===== config.mk =====
export PLATFORM = sky130hd
export DESIGN_NAME = tvs_ctrl
export DESIGN_NICKNAME = d
export VERILOG_FILES = /design/src/hw/rtl/tvs_pkg.sv /design/src/hw/rtl/tvs_ctrl.sv
export SDC_FILE = /design/constraint.sdc
export NUM_CORES = 1
export LEC_CHECK = 0
export BUFFER_PORTS_ARGS = -buffer_cell sky130_fd_sc_hd__buf_2
export CORE_MARGIN = 2
export CORE_UTILIZATION = 40
export DETAILED_ROUTE_END_ITERATION = 12
export SETUP_SLACK_MARGIN = 0.02
export SLEW_MARGIN = 20
export SYNTH_ARGS = -nofsm -noshare
export SYNTH_HDL_FRONTEND = slang
export SYNTH_SLANG_ARGS = --single-unit

===== constraint.sdc =====
create_clock -name i_clk -period 2.2 [get_ports i_clk]
set_input_delay 0.22 -clock i_clk [delete_from_list [all_inputs] [get_ports i_clk]]
set_output_delay 0.22 -clock i_clk [all_outputs]
set_load 0.1 [all_outputs]

===== src/hw/rtl/tvs_pkg.sv =====
// Shared types, constants and width helpers of the term vector similarity block.
// Depends on nothing; imported by every module of the block.
package tvs_pkg;

    localparam int COUNT_BITS_DEF          = 16;
    localparam int TERM_INDEX_BITS_DEF     = 20;
    localparam int RATIO_FRACTION_BITS_DEF = 16;
    localparam int COUNT_W                 = 16;
    localparam int SCORE_W                 = 32;
    localparam int SUM_CAP_W               = 62;
    localparam logic [SCORE_W-1:0] EMPTY_DISTANCE = SCORE_W'(255);

    typedef enum logic [1:0] {
        MET_MANHATTAN = 2'd0,
        MET_DICE      = 2'd1,
        MET_COSINE    = 2'd2,
        MET_JACCARD   = 2'd3
    } t_metric;

    localparam t_metric METRIC_RESET = MET_COSINE;

    typedef enum logic [1:0] {
        OUT_EMPTY = 2'd0,
        OUT_DIST  = 2'd1,
        OUT_ZERO  = 2'd2,
        OUT_RATIO = 2'd3
    } t_out_sel;

    typedef enum logic [3:0] {
        S_IDLE,
        S_ACC,
        S_EVAL,
        S_MUL,
        S_SQRT,
        S_LDR,
        S_CHK,
        S_DIV,
        S_OUT
    } t_state;

    typedef struct packed {
        logic     take;
        logic     acc;
        logic     eval;
        logic     mul;
        logic [1:0] mul_idx;
        logic     sqrt;
        logic     ldr;
        logic     div_init;
        logic     div;
        logic     load_out;
        t_out_sel out_sel;
    } t_cmd;

    typedef struct packed {
        logic    seen;
        logic    last;
        t_metric mode;
        logic    den_zero;
        logic    out_free;
    } t_stat;

    function automatic int f_abs_w(input int cb, input int tib);
        return (cb + tib > SUM_CAP_W) ? SUM_CAP_W : cb + tib;
    endfunction

    function automatic int f_prod_w(input int cb, input int tib);
        return (2 * cb + tib > SUM_CAP_W) ? SUM_CAP_W : 2 * cb + tib;
    endfunction

    // half width of a product sum, rounded up
    function automatic int f_half_w(input int cb, input int tib);
        return (f_prod_w(cb, tib) + 1) >> 1;
    endfunction

    // dividend width: numerator (one extra bit for dice) plus fraction bits
    function automatic int f_dvd_w(input int cb, input int tib, input int fb);
        return f_prod_w(cb, tib) + 1 + fb;
    endfunction

endpackage


===== src/hw/rtl/tvs_ctrl.sv =====
// Sequencer of the term vector similarity block: input handshake, step counts.
// Depends on tvs_pkg; drives the datapath tvs_dp through t_cmd.
module tvs_ctrl #(
    parameter int COUNT_BITS          = tvs_pkg::COUNT_BITS_DEF,
    parameter int TERM_INDEX_BITS     = tvs_pkg::TERM_INDEX_BITS_DEF,
    parameter int RATIO_FRACTION_BITS = tvs_pkg::RATIO_FRACTION_BITS_DEF
) (
    input  logic           i_clk,
    input  logic           i_rst_n,
    input  logic           i_in_valid,
    output logic           o_in_stall,
    input  tvs_pkg::t_stat i_stat,
    output tvs_pkg::t_cmd  o_cmd
);
    import tvs_pkg::*;

    localparam int SQ_N  = 2 * f_half_w(COUNT_BITS, TERM_INDEX_BITS);
    localparam int DVD_W = f_dvd_w(COUNT_BITS, TERM_INDEX_BITS, RATIO_FRACTION_BITS);
    localparam int CNT_W = $clog2(DVD_W);

    t_state           r_state, n_state;
    logic [CNT_W-1:0] r_cnt, n_cnt;
    t_out_sel         r_sel, n_sel;
    logic             cnt_end;

    // end of the current multi-cycle step
    always_comb begin
        unique case (r_state)
            S_MUL:   cnt_end = (r_cnt == CNT_W'(3));
            S_SQRT:  cnt_end = (r_cnt == CNT_W'(SQ_N - 1));
            S_DIV:   cnt_end = (r_cnt == CNT_W'(DVD_W - 1));
            default: cnt_end = 1'b0;
        endcase
    end

    // next state
    always_comb begin
        n_state = r_state;
        n_sel   = r_sel;
        n_cnt   = '0;
        unique case (r_state)
            S_IDLE: if (i_in_valid) n_state = S_ACC;
            S_ACC:  n_state = i_stat.last ? S_EVAL : S_IDLE;
            S_EVAL: begin
                priority if (!i_stat.seen) begin
                    n_sel   = OUT_EMPTY;
                    n_state = S_OUT;
                end else if (i_stat.mode == MET_MANHATTAN) begin
                    n_sel   = OUT_DIST;
                    n_state = S_OUT;
                end else if (i_stat.mode == MET_COSINE) begin
                    n_state = S_MUL;
                end else begin
                    n_state = S_CHK;
                end
            end
            S_MUL: begin
                n_cnt = r_cnt + CNT_W'(1);
                if (cnt_end) begin
                    n_cnt   = '0;
                    n_state = S_SQRT;
                end
            end
            S_SQRT: begin
                n_cnt = r_cnt + CNT_W'(1);
                if (cnt_end) begin
                    n_cnt   = '0;
                    n_state = S_LDR;
                end
            end
            S_LDR: n_state = S_CHK;
            S_CHK: begin
                if (i_stat.den_zero) begin
                    n_sel   = OUT_ZERO;
                    n_state = S_OUT;
                end else begin
                    n_state = S_DIV;
                end
            end
            S_DIV: begin
                n_cnt = r_cnt + CNT_W'(1);
                if (cnt_end) begin
                    n_cnt   = '0;
                    n_sel   = OUT_RATIO;
                    n_state = S_OUT;
                end
            end
            S_OUT:  if (i_stat.out_free) n_state = S_IDLE;
            default: n_state = S_IDLE;
        endcase
    end

    // commands
    always_comb begin
        o_cmd          = '0;
        o_cmd.take     = (r_state == S_IDLE) && i_in_valid;
        o_cmd.acc      = (r_state == S_ACC);
        o_cmd.eval     = (r_state == S_EVAL);
        o_cmd.mul      = (r_state == S_MUL);
        o_cmd.mul_idx  = r_cnt[1:0];
        o_cmd.sqrt     = (r_state == S_SQRT);
        o_cmd.ldr      = (r_state == S_LDR);
        o_cmd.div_init = (r_state == S_CHK);
        o_cmd.div      = (r_state == S_DIV);
        o_cmd.load_out = (r_state == S_OUT) && i_stat.out_free;
        o_cmd.out_sel  = r_sel;
        o_in_stall     = (r_state != S_IDLE);
    end

    always_ff @(posedge i_clk) begin
        if (!i_rst_n) begin
            r_state <= S_IDLE;
            r_cnt   <= '0;
            r_sel   <= OUT_EMPTY;
        end else begin
            r_state <= n_state;
            r_cnt   <= n_cnt;
            r_sel   <= n_sel;
        end
    end

endmodule


==> results of run 1 <==
worst register-to-register path, cell delays in order (launching register included):
cell	delay [ns]
dfxtp_2	0.42
nor4b_4	0.32
mux2_4	0.34
a221oi_4	0.33
a21oi_2	0.09
o221a_1	0.25
per-stage QoR:
stage | worst slack [ns] | total power (uW) | area (um^2) | TNS (ns)
floorplan | -0.435 | 1190 | 926 | -3.28
global placement | 0.397 | 1330 | 1040 | 0
detailed placement | 0.338 | 1340 | 1040 | 0
CTS | 0.161 | 1490 | 1070 | 0
global route | 0.105 | 1560 | 1070 | 0
finish | 0.184 | 1480 | 1070 | 0
synthesized netlist by cell type, drive strengths merged:
cell type / instances
nand2: 15
dfxtp: 13
nor2: 13
and3: 4
buf: 4
clkbuf: 4
inv: 4
nand3: 4
nor3: 4
a21oi: 3
a22oi: 3
nand4b: 3
o21ai: 3
xor2: 3
mux2: 2
mux2i: 2
nor4b: 2
nor4bb: 2
o311ai: 2
xnor2: 2
a2111oi: 1
a211oi: 1
a221oi: 1
and3b: 1
and4bb: 1
ha: 1
nand2b: 1
nand4: 1
nor2b: 1
o21a: 1
o221a: 1
o31ai: 1
how the worst max path moves through the flow:
| stage | startpoint | endpoint | slack, ns | cells after the start |
|---|---|---|---|---|
| 5_1_grt | r_state[3]$_SDFFE_PN0P_ | o_cmd[10] | 0.11 | 3 |
| 3_5_place_dp | r_state[0]$_SDFFE_PN0P_ | r_state[2]$_SDFFE_PN0P_ | 0.34 | 5 |
| 2_1_floorplan | r_state[3]$_SDFFE_PN0P_ | r_state[2]$_SDFFE_PN0P_ | -0.44 | 6 |
| 4_1_cts | r_state[3]$_SDFFE_PN0P_ | o_cmd[10] | 0.16 | 3 |
| 6_report | r_state[3]$_SDFFE_PN0P_ | o_cmd[10] | 0.18 | 3 |
| 3_3_place_gp | r_state[0]$_SDFFE_PN0P_ | r_state[2]$_SDFFE_PN0P_ | 0.40 | 5 |
layout make-up:
class / count / share of cell area [%]
multi-input combinational: 79 / 55.5
sequential: 13 / 25.0
timing repair buffer: 25 / 12.4
tap: 27 / 3.17
clock buffer: 4 / 2.46
inverter: 4 / 1.41
kinds of logic after synthesis:
| group | share of synthesized area [%] |
|---|---|
| XOR/XNOR | 5.07 |
| AO/OA/AOI/OAI | 16.5 |
| buffers and inverters | 6.66 |
| adder cells (fa/ha/maj) | 1.45 |
| AND/OR/NAND/NOR | 34.9 |
| flip-flops | 30.1 |
| multiplexers | 5.35 |
per-layer routing:
metal  up-vias  track usage, %  part of all wire, %  wire, um
li1        415               -                    -         -
met1       371            25.2                   51      1030
met2        19            25.9                   44       892
met3         2            2.68                  4.2        86
met4         0            5.41                 0.69        14
met5         -               0                    0         0
power groups by stage:
stage | Clock [uW] | Sequential (uW) | Combinational [uW]
finish | 152 | 361 | 969
global route | 169 | 369 | 1030
CTS | 156 | 359 | 975
detailed placement | 0 | 365 | 972
global placement | 0 | 362 | 971
floorplan | 0 | 381 | 809
sequential cells by signal, indices dropped and copies added (netlist names):
signal,cells
r_state,4
r_sel,2
r_cnt,7
==> metrics, run 1 <==
min Tclk post-route 2.02 ns; Synth-to-Final Area Change 23.3%; # setup viols final 0; Min Hold Slack 0.240 ns; CP endpoint kind output pin; most frequent cells in the layout buf_2 (22), nand2_1 (15), nor2_1 (12); Flop pwr share 24.3%; Post-Synthesis Cell Area 865 um^2; r2r setup slk 0.33 ns; biggest fanout along the worst timing path 15; antenna viol nets, final 0; clock slew at reported path FFs 0.09 ns; Clock Skew 0.00422 ns; clock root buffer clkbuf_4; setup bufs post-CTS 0; vias in the first global route 721; vias per cell 5.31; Worst setup SP type flop; DR WL/cell 13.3 um; Max clock buf depth 2; routability cong. 0.829; Max Cap Viol 0; Power Dens Cells 1390 nW/um^2; clock latency on the worst-skew pair 0.27 ns; WP buf/inv 2; Comb pwr share 65.4%; P_leak 0.000474 uW; RSZ-0062 raised after global routing no; first-pass GRT wire length 3.33 mm; H-tree lvl count 1; outcome finished clean; PostCTS Resize Cnt 0; DPL Wire Length 1.57 mm; worst slew margin relative to its limit 67.8%; antenna violations before repair 0; Max Fclk 496 MHz; critical path, cell by cell buf_4, nor4b_4, buf_2; WS Path Type flop to output pin; hold path endpoint r_state[3]$_SDFFE_PN0P_; internal power 588 uW; Least-Margin Pin Slew 0.487 ns; syn_nets 114; Pre-antenna DRT Iters 4; worst r2r dst r_state[2]$_SDFFE_PN0P_; hold depth 3; Fin. Hold Viols 0; num rows 16; routed wire length 2.03 mm; fillers 202; syn_area_per_cell 8.31 um^2; Total GRT Usage 17.3%; Port Buf Inserts 22; Worst Hold Class primary input to flop; final number of max-transition violations 0; starting density of the core 43.2%; Layout Nets 136; clk sinks 13; Reg area 267 um^2; Residual DRC 0; Sw Ratio 60.3%; Final Non-Filler Cells 152; chip height 50.5 um; die footprint 2550 um^2; Synth cell types 37; maximum number of pins on one net before global-route repair 16; CTS Hold Buffers Added 0; Reg2Reg Depth 5; CTS buffer count 3; Crit-path slowest cell buf_2; flops & latches, synth 13; most common cell after layout, fill and taps aside buf_2; CP max stage delay 0.50 ns; Ports 23; sequential cell area fraction in the yosys report 30.1%; required time worst endpoint 1.98 ns; fin util 53.3%; clock share of power 10.3%; Post-Syn Instances 104; largest area contributor in the netlist dfxtp_1; yosys warns 0; Antenna diodes 0; Final Cycle Share 91.6%; grt ovf 0; sw power 893 uW; die width 50.5 um; Yosys top cell area share 30.1%; main area contributors after synthesis dfxtp_1 (30%), nand2_1 (6.5%), nor2_1 (5.6%), nor4b_2 (3.5%), a221oi_4 (3.0%); CP top delay family buffers and inverters; area occupied by multi-input gates 592 um^2; fraction of layout instances using a drive strength above 1 34.4%; worst hold start i_stat[0]; core area 2000 um^2; CTS tree built; via count 807; Placed Instances 148; worst vdd ir 1.10 mV; WP data arrival 1.80 ns; worst r2r src r_state[0]$_SDFFE_PN0P_; Initial DRC Count 21
Note: power is estimated with default switching activity, not from simulation.
==> run 2: changes to the inputs <==
--- a/config.mk
+++ b/config.mk
@@ -9,6 +9,7 @@
 export CORE_MARGIN = 2
 export CORE_UTILIZATION = 40
 export DETAILED_ROUTE_END_ITERATION = 12
+export PLACE_DENSITY_LB_ADDON = 0.12
 export SETUP_SLACK_MARGIN = 0.02
 export SLEW_MARGIN = 20
 export SYNTH_ARGS = -nofsm -noshare
==> run 2 against run 1 <==
  * Die area unchanged
  * Final cell count decreased by 0.66%
  * Critical path depth increased by 2
  * Register-to-register slack got worse by 0.16 ns
  * Sequential power increased by 11%
  * First-iteration DRC count decreased by 19%
  * Clock skew decreased by 0.00076 ns
  * Via count increased by 1.4%
  * Sequential cell count unchanged
  * Global-route usage increased by 0.27 points
  * Setup slack got worse by 0.011 ns
  * Cell area decreased by 0.70%
  * Critical path type is now flop to flop
  * Largest cell class unchanged
  * Largest power group unchanged
  * Highest routed layer unchanged
==> metrics, run 2 (same netlist as run 1, synthesis figures left out) <==
CP max stage delay 0.57 ns (was 0.50 ns); Worst Hold Class primary input to flop (unchanged); Port Buf Inserts 22 (unchanged); DPL Wire Length 1.45 mm (was 1.57 mm); Layout Nets 135 (was 136); fin util 52.9% (was 53.3%); Ports 23 (unchanged); Largest Register r_cnt (unchanged); min Tclk post-route 2.03 ns (was 2.02 ns); CTS Hold Buffers Added 0 (unchanged); Crit-path slowest cell dfxtp_2 (was buf_2); Residual DRC 0 (unchanged); Final Cycle Share 92.1% (was 91.6%); H-tree lvl count 1 (unchanged); num rows 16 (unchanged); antenna violations before repair 0 (unchanged); die width 50.5 um (unchanged); vias in the first global route 808 (was 721); routed wire length 1.94 mm (was 2.03 mm); biggest fanout along the worst timing path 14 (was 15); Max clock buf depth 2 (unchanged); first-pass GRT wire length 3.53 mm (was 3.33 mm); Pre-antenna DRT Iters 4 (unchanged); clock latency on the worst-skew pair 0.27 ns (about the same); Antenna diodes 0 (unchanged); # setup viols final 0 (unchanged); grt ovf 0 (unchanged); CTS buffer count 3 (unchanged); worst vdd ir 1.38 mV (was 1.10 mV); RSZ-0062 raised after global routing no (unchanged); CTS tree built (unchanged); PostCTS Resize Cnt 0 (unchanged); Max Cap Viol 0 (unchanged); Largest register FFs 7 (unchanged); antenna viol nets, final 0 (unchanged); outcome finished clean (unchanged); WP data arrival 2.19 ns (was 1.80 ns); P_leak 0.000469 uW (was 0.000474 uW); CP top delay family compound AO/OA/AOI/OAI gates (was buffers and inverters); fraction of layout instances using a drive strength above 1 33.9% (was 34.4%); Placed Instances 147 (was 148); clock slew at reported path FFs 0.08 ns (was 0.09 ns); Power Dens Cells 1390 nW/um^2 (about the same); Largest regs r_cnt (7), r_state (4), r_sel (2) (unchanged); Max Fclk 493 MHz (was 496 MHz); WS Path Type flop to flop (was flop to output pin); Least-Margin Pin Slew 0.487 ns (about the same); Fin. Hold Viols 0 (unchanged); starting density of the core 43.2% (unchanged); chip height 50.5 um (unchanged); die footprint 2550 um^2 (unchanged); DR WL/cell 12.8 um (was 13.3 um); worst slew margin relative to its limit 67.7% (was 67.8%); CP endpoint kind flop (was output pin); WP buf/inv 0 (was 2); core area 2000 um^2 (unchanged); required time worst endpoint 2.36 ns (was 1.98 ns); via count 818 (was 807); vias per cell 5.42 (was 5.31); Clock Skew 0.00346 ns (was 0.00422 ns); Initial DRC Count 17 (was 21); clock root buffer clkbuf_4 (unchanged); Synth-to-Final Area Change 22.4% (was 23.3%); most frequent cells in the layout buf_2 (22), nand2_1 (15), nor2_1 (12) (unchanged); most common cell after layout, fill and taps aside buf_2 (unchanged); clk sinks 13 (unchanged); maximum number of pins on one net before global-route repair 16 (unchanged); Worst setup SP type flop (unchanged); final number of max-transition violations 0 (unchanged); critical path, cell by cell nor4b_4, mux2_4, a221oi_4, a21oi_2, o221a_1 (was buf_4, nor4b_4, buf_2); Total GRT Usage 17.5% (was 17.3%); setup bufs post-CTS 0 (unchanged); Final Non-Filler Cells 151 (was 152); routability cong. 0.776 (was 0.829)
-- run 2: changes by cell type in the layout (fill, tap and decap cells not counted) --
cell   before  now
buf_4       3    2
-- run 2: path summary, 6_finish.rpt --
kind                                start                       to  slack (ns)  cells after the start
setup reg to reg  r_state[2]$_SDFFE_PN0P_  r_state[2]$_SDFFE_PN0P_        0.17                      5
hold reg to reg     r_sel[0]$_SDFFE_PN0P_    r_sel[0]$_SDFFE_PN0P_        0.47                      2
setup / recovery  r_state[2]$_SDFFE_PN0P_  r_state[2]$_SDFFE_PN0P_        0.17                      5
hold / removal                  i_stat[0]  r_state[3]$_SDFFE_PN0P_        0.22                      3
-- run 2: report_power, final --
part           internal [uW]  switching, uW
registers                279            121
logic                    228            690
clock network           70.2           79.9
total                    577            891
-- run 2: through the flow --
| step | TNS (ns) | power (uW) | instance area [um^2] | setup WS, ns | hold WS (ns) |
|---|---|---|---|---|---|
| after floorplan | -3.28 | 1190 | 926 | -0.435 | 0.397 |
| after global placement | 0 | 1320 | 1030 | 0.295 | 0.453 |
| after detailed placement | 0 | 1320 | 1030 | 0.189 | 0.451 |
| after CTS | 0 | 1480 | 1060 | 0.175 | 0.220 |
| after global routing | 0 | 1550 | 1060 | 0.0863 | 0.242 |
| final | 0 | 1470 | 1060 | 0.173 | 0.224 |
-- run 2: final cells by class --
type	instances	area, um^2
multi-input combinational	79	592
fill	196	943
sequential	13	267
tap	27	33.8
clock buffer	4	26.3
inverter	4	15.0
timing repair buffer	24	125
-- run 2: per-layer routing --
metal	up-vias	share of wire (%)	GRT usage, %
met5	-	0	0
met4	0	0.93	5.86
met3	2	4.1	2.98
met2	21	42	25.2
met1	381	53	26.2
li1	414	-	-
-- run 2: worst min-delay path, stage by stage --
cell and delay (ns):
buf_2 0.09, nand4b_1 0.10, nand2_1 0.05
==> run 3: changes to the inputs <==
==> constraint.sdc (replaced) <==
create_clock -name i_clk -period 1.8 [get_ports i_clk]
set_input_delay 0.18 -clock i_clk [delete_from_list [all_inputs] [get_ports i_clk]]
set_output_delay 0.18 -clock i_clk [all_outputs]
set_load 0.1 [all_outputs]
==> run 3 against run 2 <==
  * Sequential share of layout area down 4.3 points
  * Register-to-register slack worse by 0.16 ns
  * Clock-buffer cell count unchanged
  * Setup slack worse by 0.16 ns
  * Fmax up 13%
  * Sequential cell count unchanged
  * Combinational power up 72%
  * Highest routed layer unchanged
  * Core utilization up 11 points
  * First-iteration DRC count up 5.9%
  * Critical path type unchanged
  * Via count up 5.5%
  * Global-route usage up 1.5 points
  * Final cell count up 7.3%
  * Largest power group unchanged
==> metrics, run 3 (same netlist as run 1, synthesis figures left out) <==
Max Cap Viol 0 (unchanged); clock slew at reported path FFs 0.09 ns (was 0.08 ns); total power 2180 uW (was 1470 uW); Crit-path slowest cell dfxtp_4 (was dfxtp_2); Placed Instances 155 (was 147); Clock Skew 0.00921 ns (was 0.00346 ns); CTS buffer count 3 (unchanged); via count 863 (was 818); Final Cycle Share 99.4% (was 92.1%); CP endpoint kind flop (unchanged); Setup WS post-layout 0.0113 ns (was 0.173 ns); H-tree lvl count 1 (unchanged); antenna violations before repair 0 (unchanged); min Tclk post-route 1.79 ns (was 2.03 ns); Largest regs r_cnt (7), r_state (4), r_sel (2) (unchanged); chip height 50.5 um (unchanged); first-pass GRT wire length 3.72 mm (was 3.53 mm); dpl ws 0.00715 ns (was 0.189 ns); core area 2000 um^2 (unchanged); required time worst endpoint 1.98 ns (was 2.36 ns); worst slew margin relative to its limit 67.7% (about the same); die width 50.5 um (unchanged); Min Hold Slack 0.191 ns (was 0.224 ns); Antenna diodes 0 (unchanged); Final Instance Area 1290 um^2 (was 1060 um^2); Largest Register r_cnt (unchanged); outcome finished clean (unchanged); biggest fanout along the worst timing path 3 (was 14); RSZ-0062 raised after global routing yes (was no); num rows 16 (unchanged); die footprint 2550 um^2 (unchanged); Largest register FFs 7 (unchanged); Worst setup SP type flop (unchanged); most frequent cells in the layout nand2_1 (14), buf_2 (14), nor2_1 (12), buf_4 (12), dfxtp_1 (10) (was buf_2 (22), nand2_1 (15), nor2_1 (12)); vias in the first global route 816 (was 808); CP max stage delay 0.36 ns (was 0.57 ns); DPL Wire Length 1.62 mm (was 1.45 mm); fraction of layout instances using a drive strength above 1 42.2% (was 33.9%); Port Buf Inserts 22 (unchanged); Synth-to-Final Area Change 48.9% (was 22.4%); Final Non-Filler Cells 162 (was 151); placed standard-cell area 1220 um^2 (was 1030 um^2); Total GRT Usage 19.0% (was 17.5%); Worst Hold Class primary input to flop (unchanged); Ports 23 (unchanged); Residual DRC 0 (unchanged); final number of max-transition violations 0 (unchanged); clock latency on the worst-skew pair 0.28 ns (was 0.27 ns); starting density of the core 43.2% (unchanged); Layout Nets 146 (was 135); Max clock buf depth 2 (unchanged); clk sinks 13 (unchanged); Power Dens Cells 1690 nW/um^2 (was 1390 nW/um^2); WS Path Type flop to flop (unchanged); P_leak 0.000557 uW (was 0.000469 uW); maximum number of pins on one net before global-route repair 16 (unchanged); WP data arrival 1.97 ns (was 2.19 ns); # setup viols final 0 (unchanged); antenna viol nets, final 0 (unchanged); Max Fclk 559 MHz (was 493 MHz); vias per cell 5.33 (was 5.42); routed wire length 2.12 mm (was 1.94 mm); DR WL/cell 13.1 um (was 12.8 um); CTS tree built (unchanged); CTS Hold Buffers Added 0 (unchanged); grt ovf 0 (unchanged); Fin. Hold Viols 0 (unchanged); worst vdd ir 1.51 mV (was 1.38 mV); clock root buffer clkbuf_4 (unchanged); Least-Margin Pin Slew 0.488 ns (was 0.487 ns); critical path, cell by cell nor4b_4, mux2_4, a221oi_4, a21oi_2, o221a_1 (unchanged); Initial DRC Count 18 (was 17); Pre-antenna DRT Iters 4 (unchanged); routability cong. 0.783 (was 0.776)
-- run 3: repair_timing --
action | CTS | global route
gates resized for setup | 1 | 4
buffers inserted | 3 | 0
gates cloned | 0 | 0
endpoints found under the setup margin | 5 | 12
pin swaps | 2 | 1
-- run 3: worst paths after layout --
kind	endpoint	from	slack, ns	cells after the start
worst max-delay path	r_state[2]$_SDFFE_PN0P_	r_state[1]$_SDFFE_PN0P_	0.01	5
worst min-delay path	r_state[3]$_SDFFE_PN0P_	i_stat[0]	0.19	3
worst max register to register	r_state[2]$_SDFFE_PN0P_	r_state[1]$_SDFFE_PN0P_	0.01	5
worst min register to register	r_sel[0]$_SDFFE_PN0P_	r_sel[0]$_SDFFE_PN0P_	0.48	2
-- run 3: layout make-up --
type                    count  area [um^2]
inverters                   4         15.0
repair buffers             35          332
multi-input cells          79          612
clock buffers               4         26.3
fillers                   170          714
well taps                  27         33.8
flip-flops and latches     13          269
-- run 3: layer usage --
| metal | wire, um | global-route usage [%] | vias to the layer above | part of all wire (%) |
|---|---|---|---|---|
| li1 | - | - | 439 | - |
| met1 | 1010 | 26.2 | 398 | 48 |
| met2 | 1010 | 29.8 | 24 | 48 |
| met3 | 86 | 4.17 | 2 | 4.1 |
| met4 | 8 | 5.41 | 0 | 0.38 |
| met5 | 0 | 0 | - | 0 |
-- run 3: worst max-delay path, delay by kind of cell, from the launching register on --
family	cells	cell delay, ns
flip-flops	1	0.36
AND/OR/NAND/NOR	1	0.31
AO/OA/AOI/OAI	3	0.67
multiplexers	1	0.34
-- run 3: power by group --
group | switching (uW) | leakage (uW) | total [uW] | internal [uW]
combinational | 996 | 0.000435 | 1580 | 582
sequential | 68.6 | 0.000107 | 413 | 344
clock | 100 | 0.0000150 | 186 | 86.0
-- run 3: metrics by stage --
step / setup TNS [ns] / utilization [%]
2_1_floorplan: -8.80 / -
3_3_place_gp: 0 / 60.9
3_5_place_dp: 0 / 60.9
4_1_cts: 0 / 63.4
5_1_grt: -0.129 / 64.3
6_report: 0 / 64.3
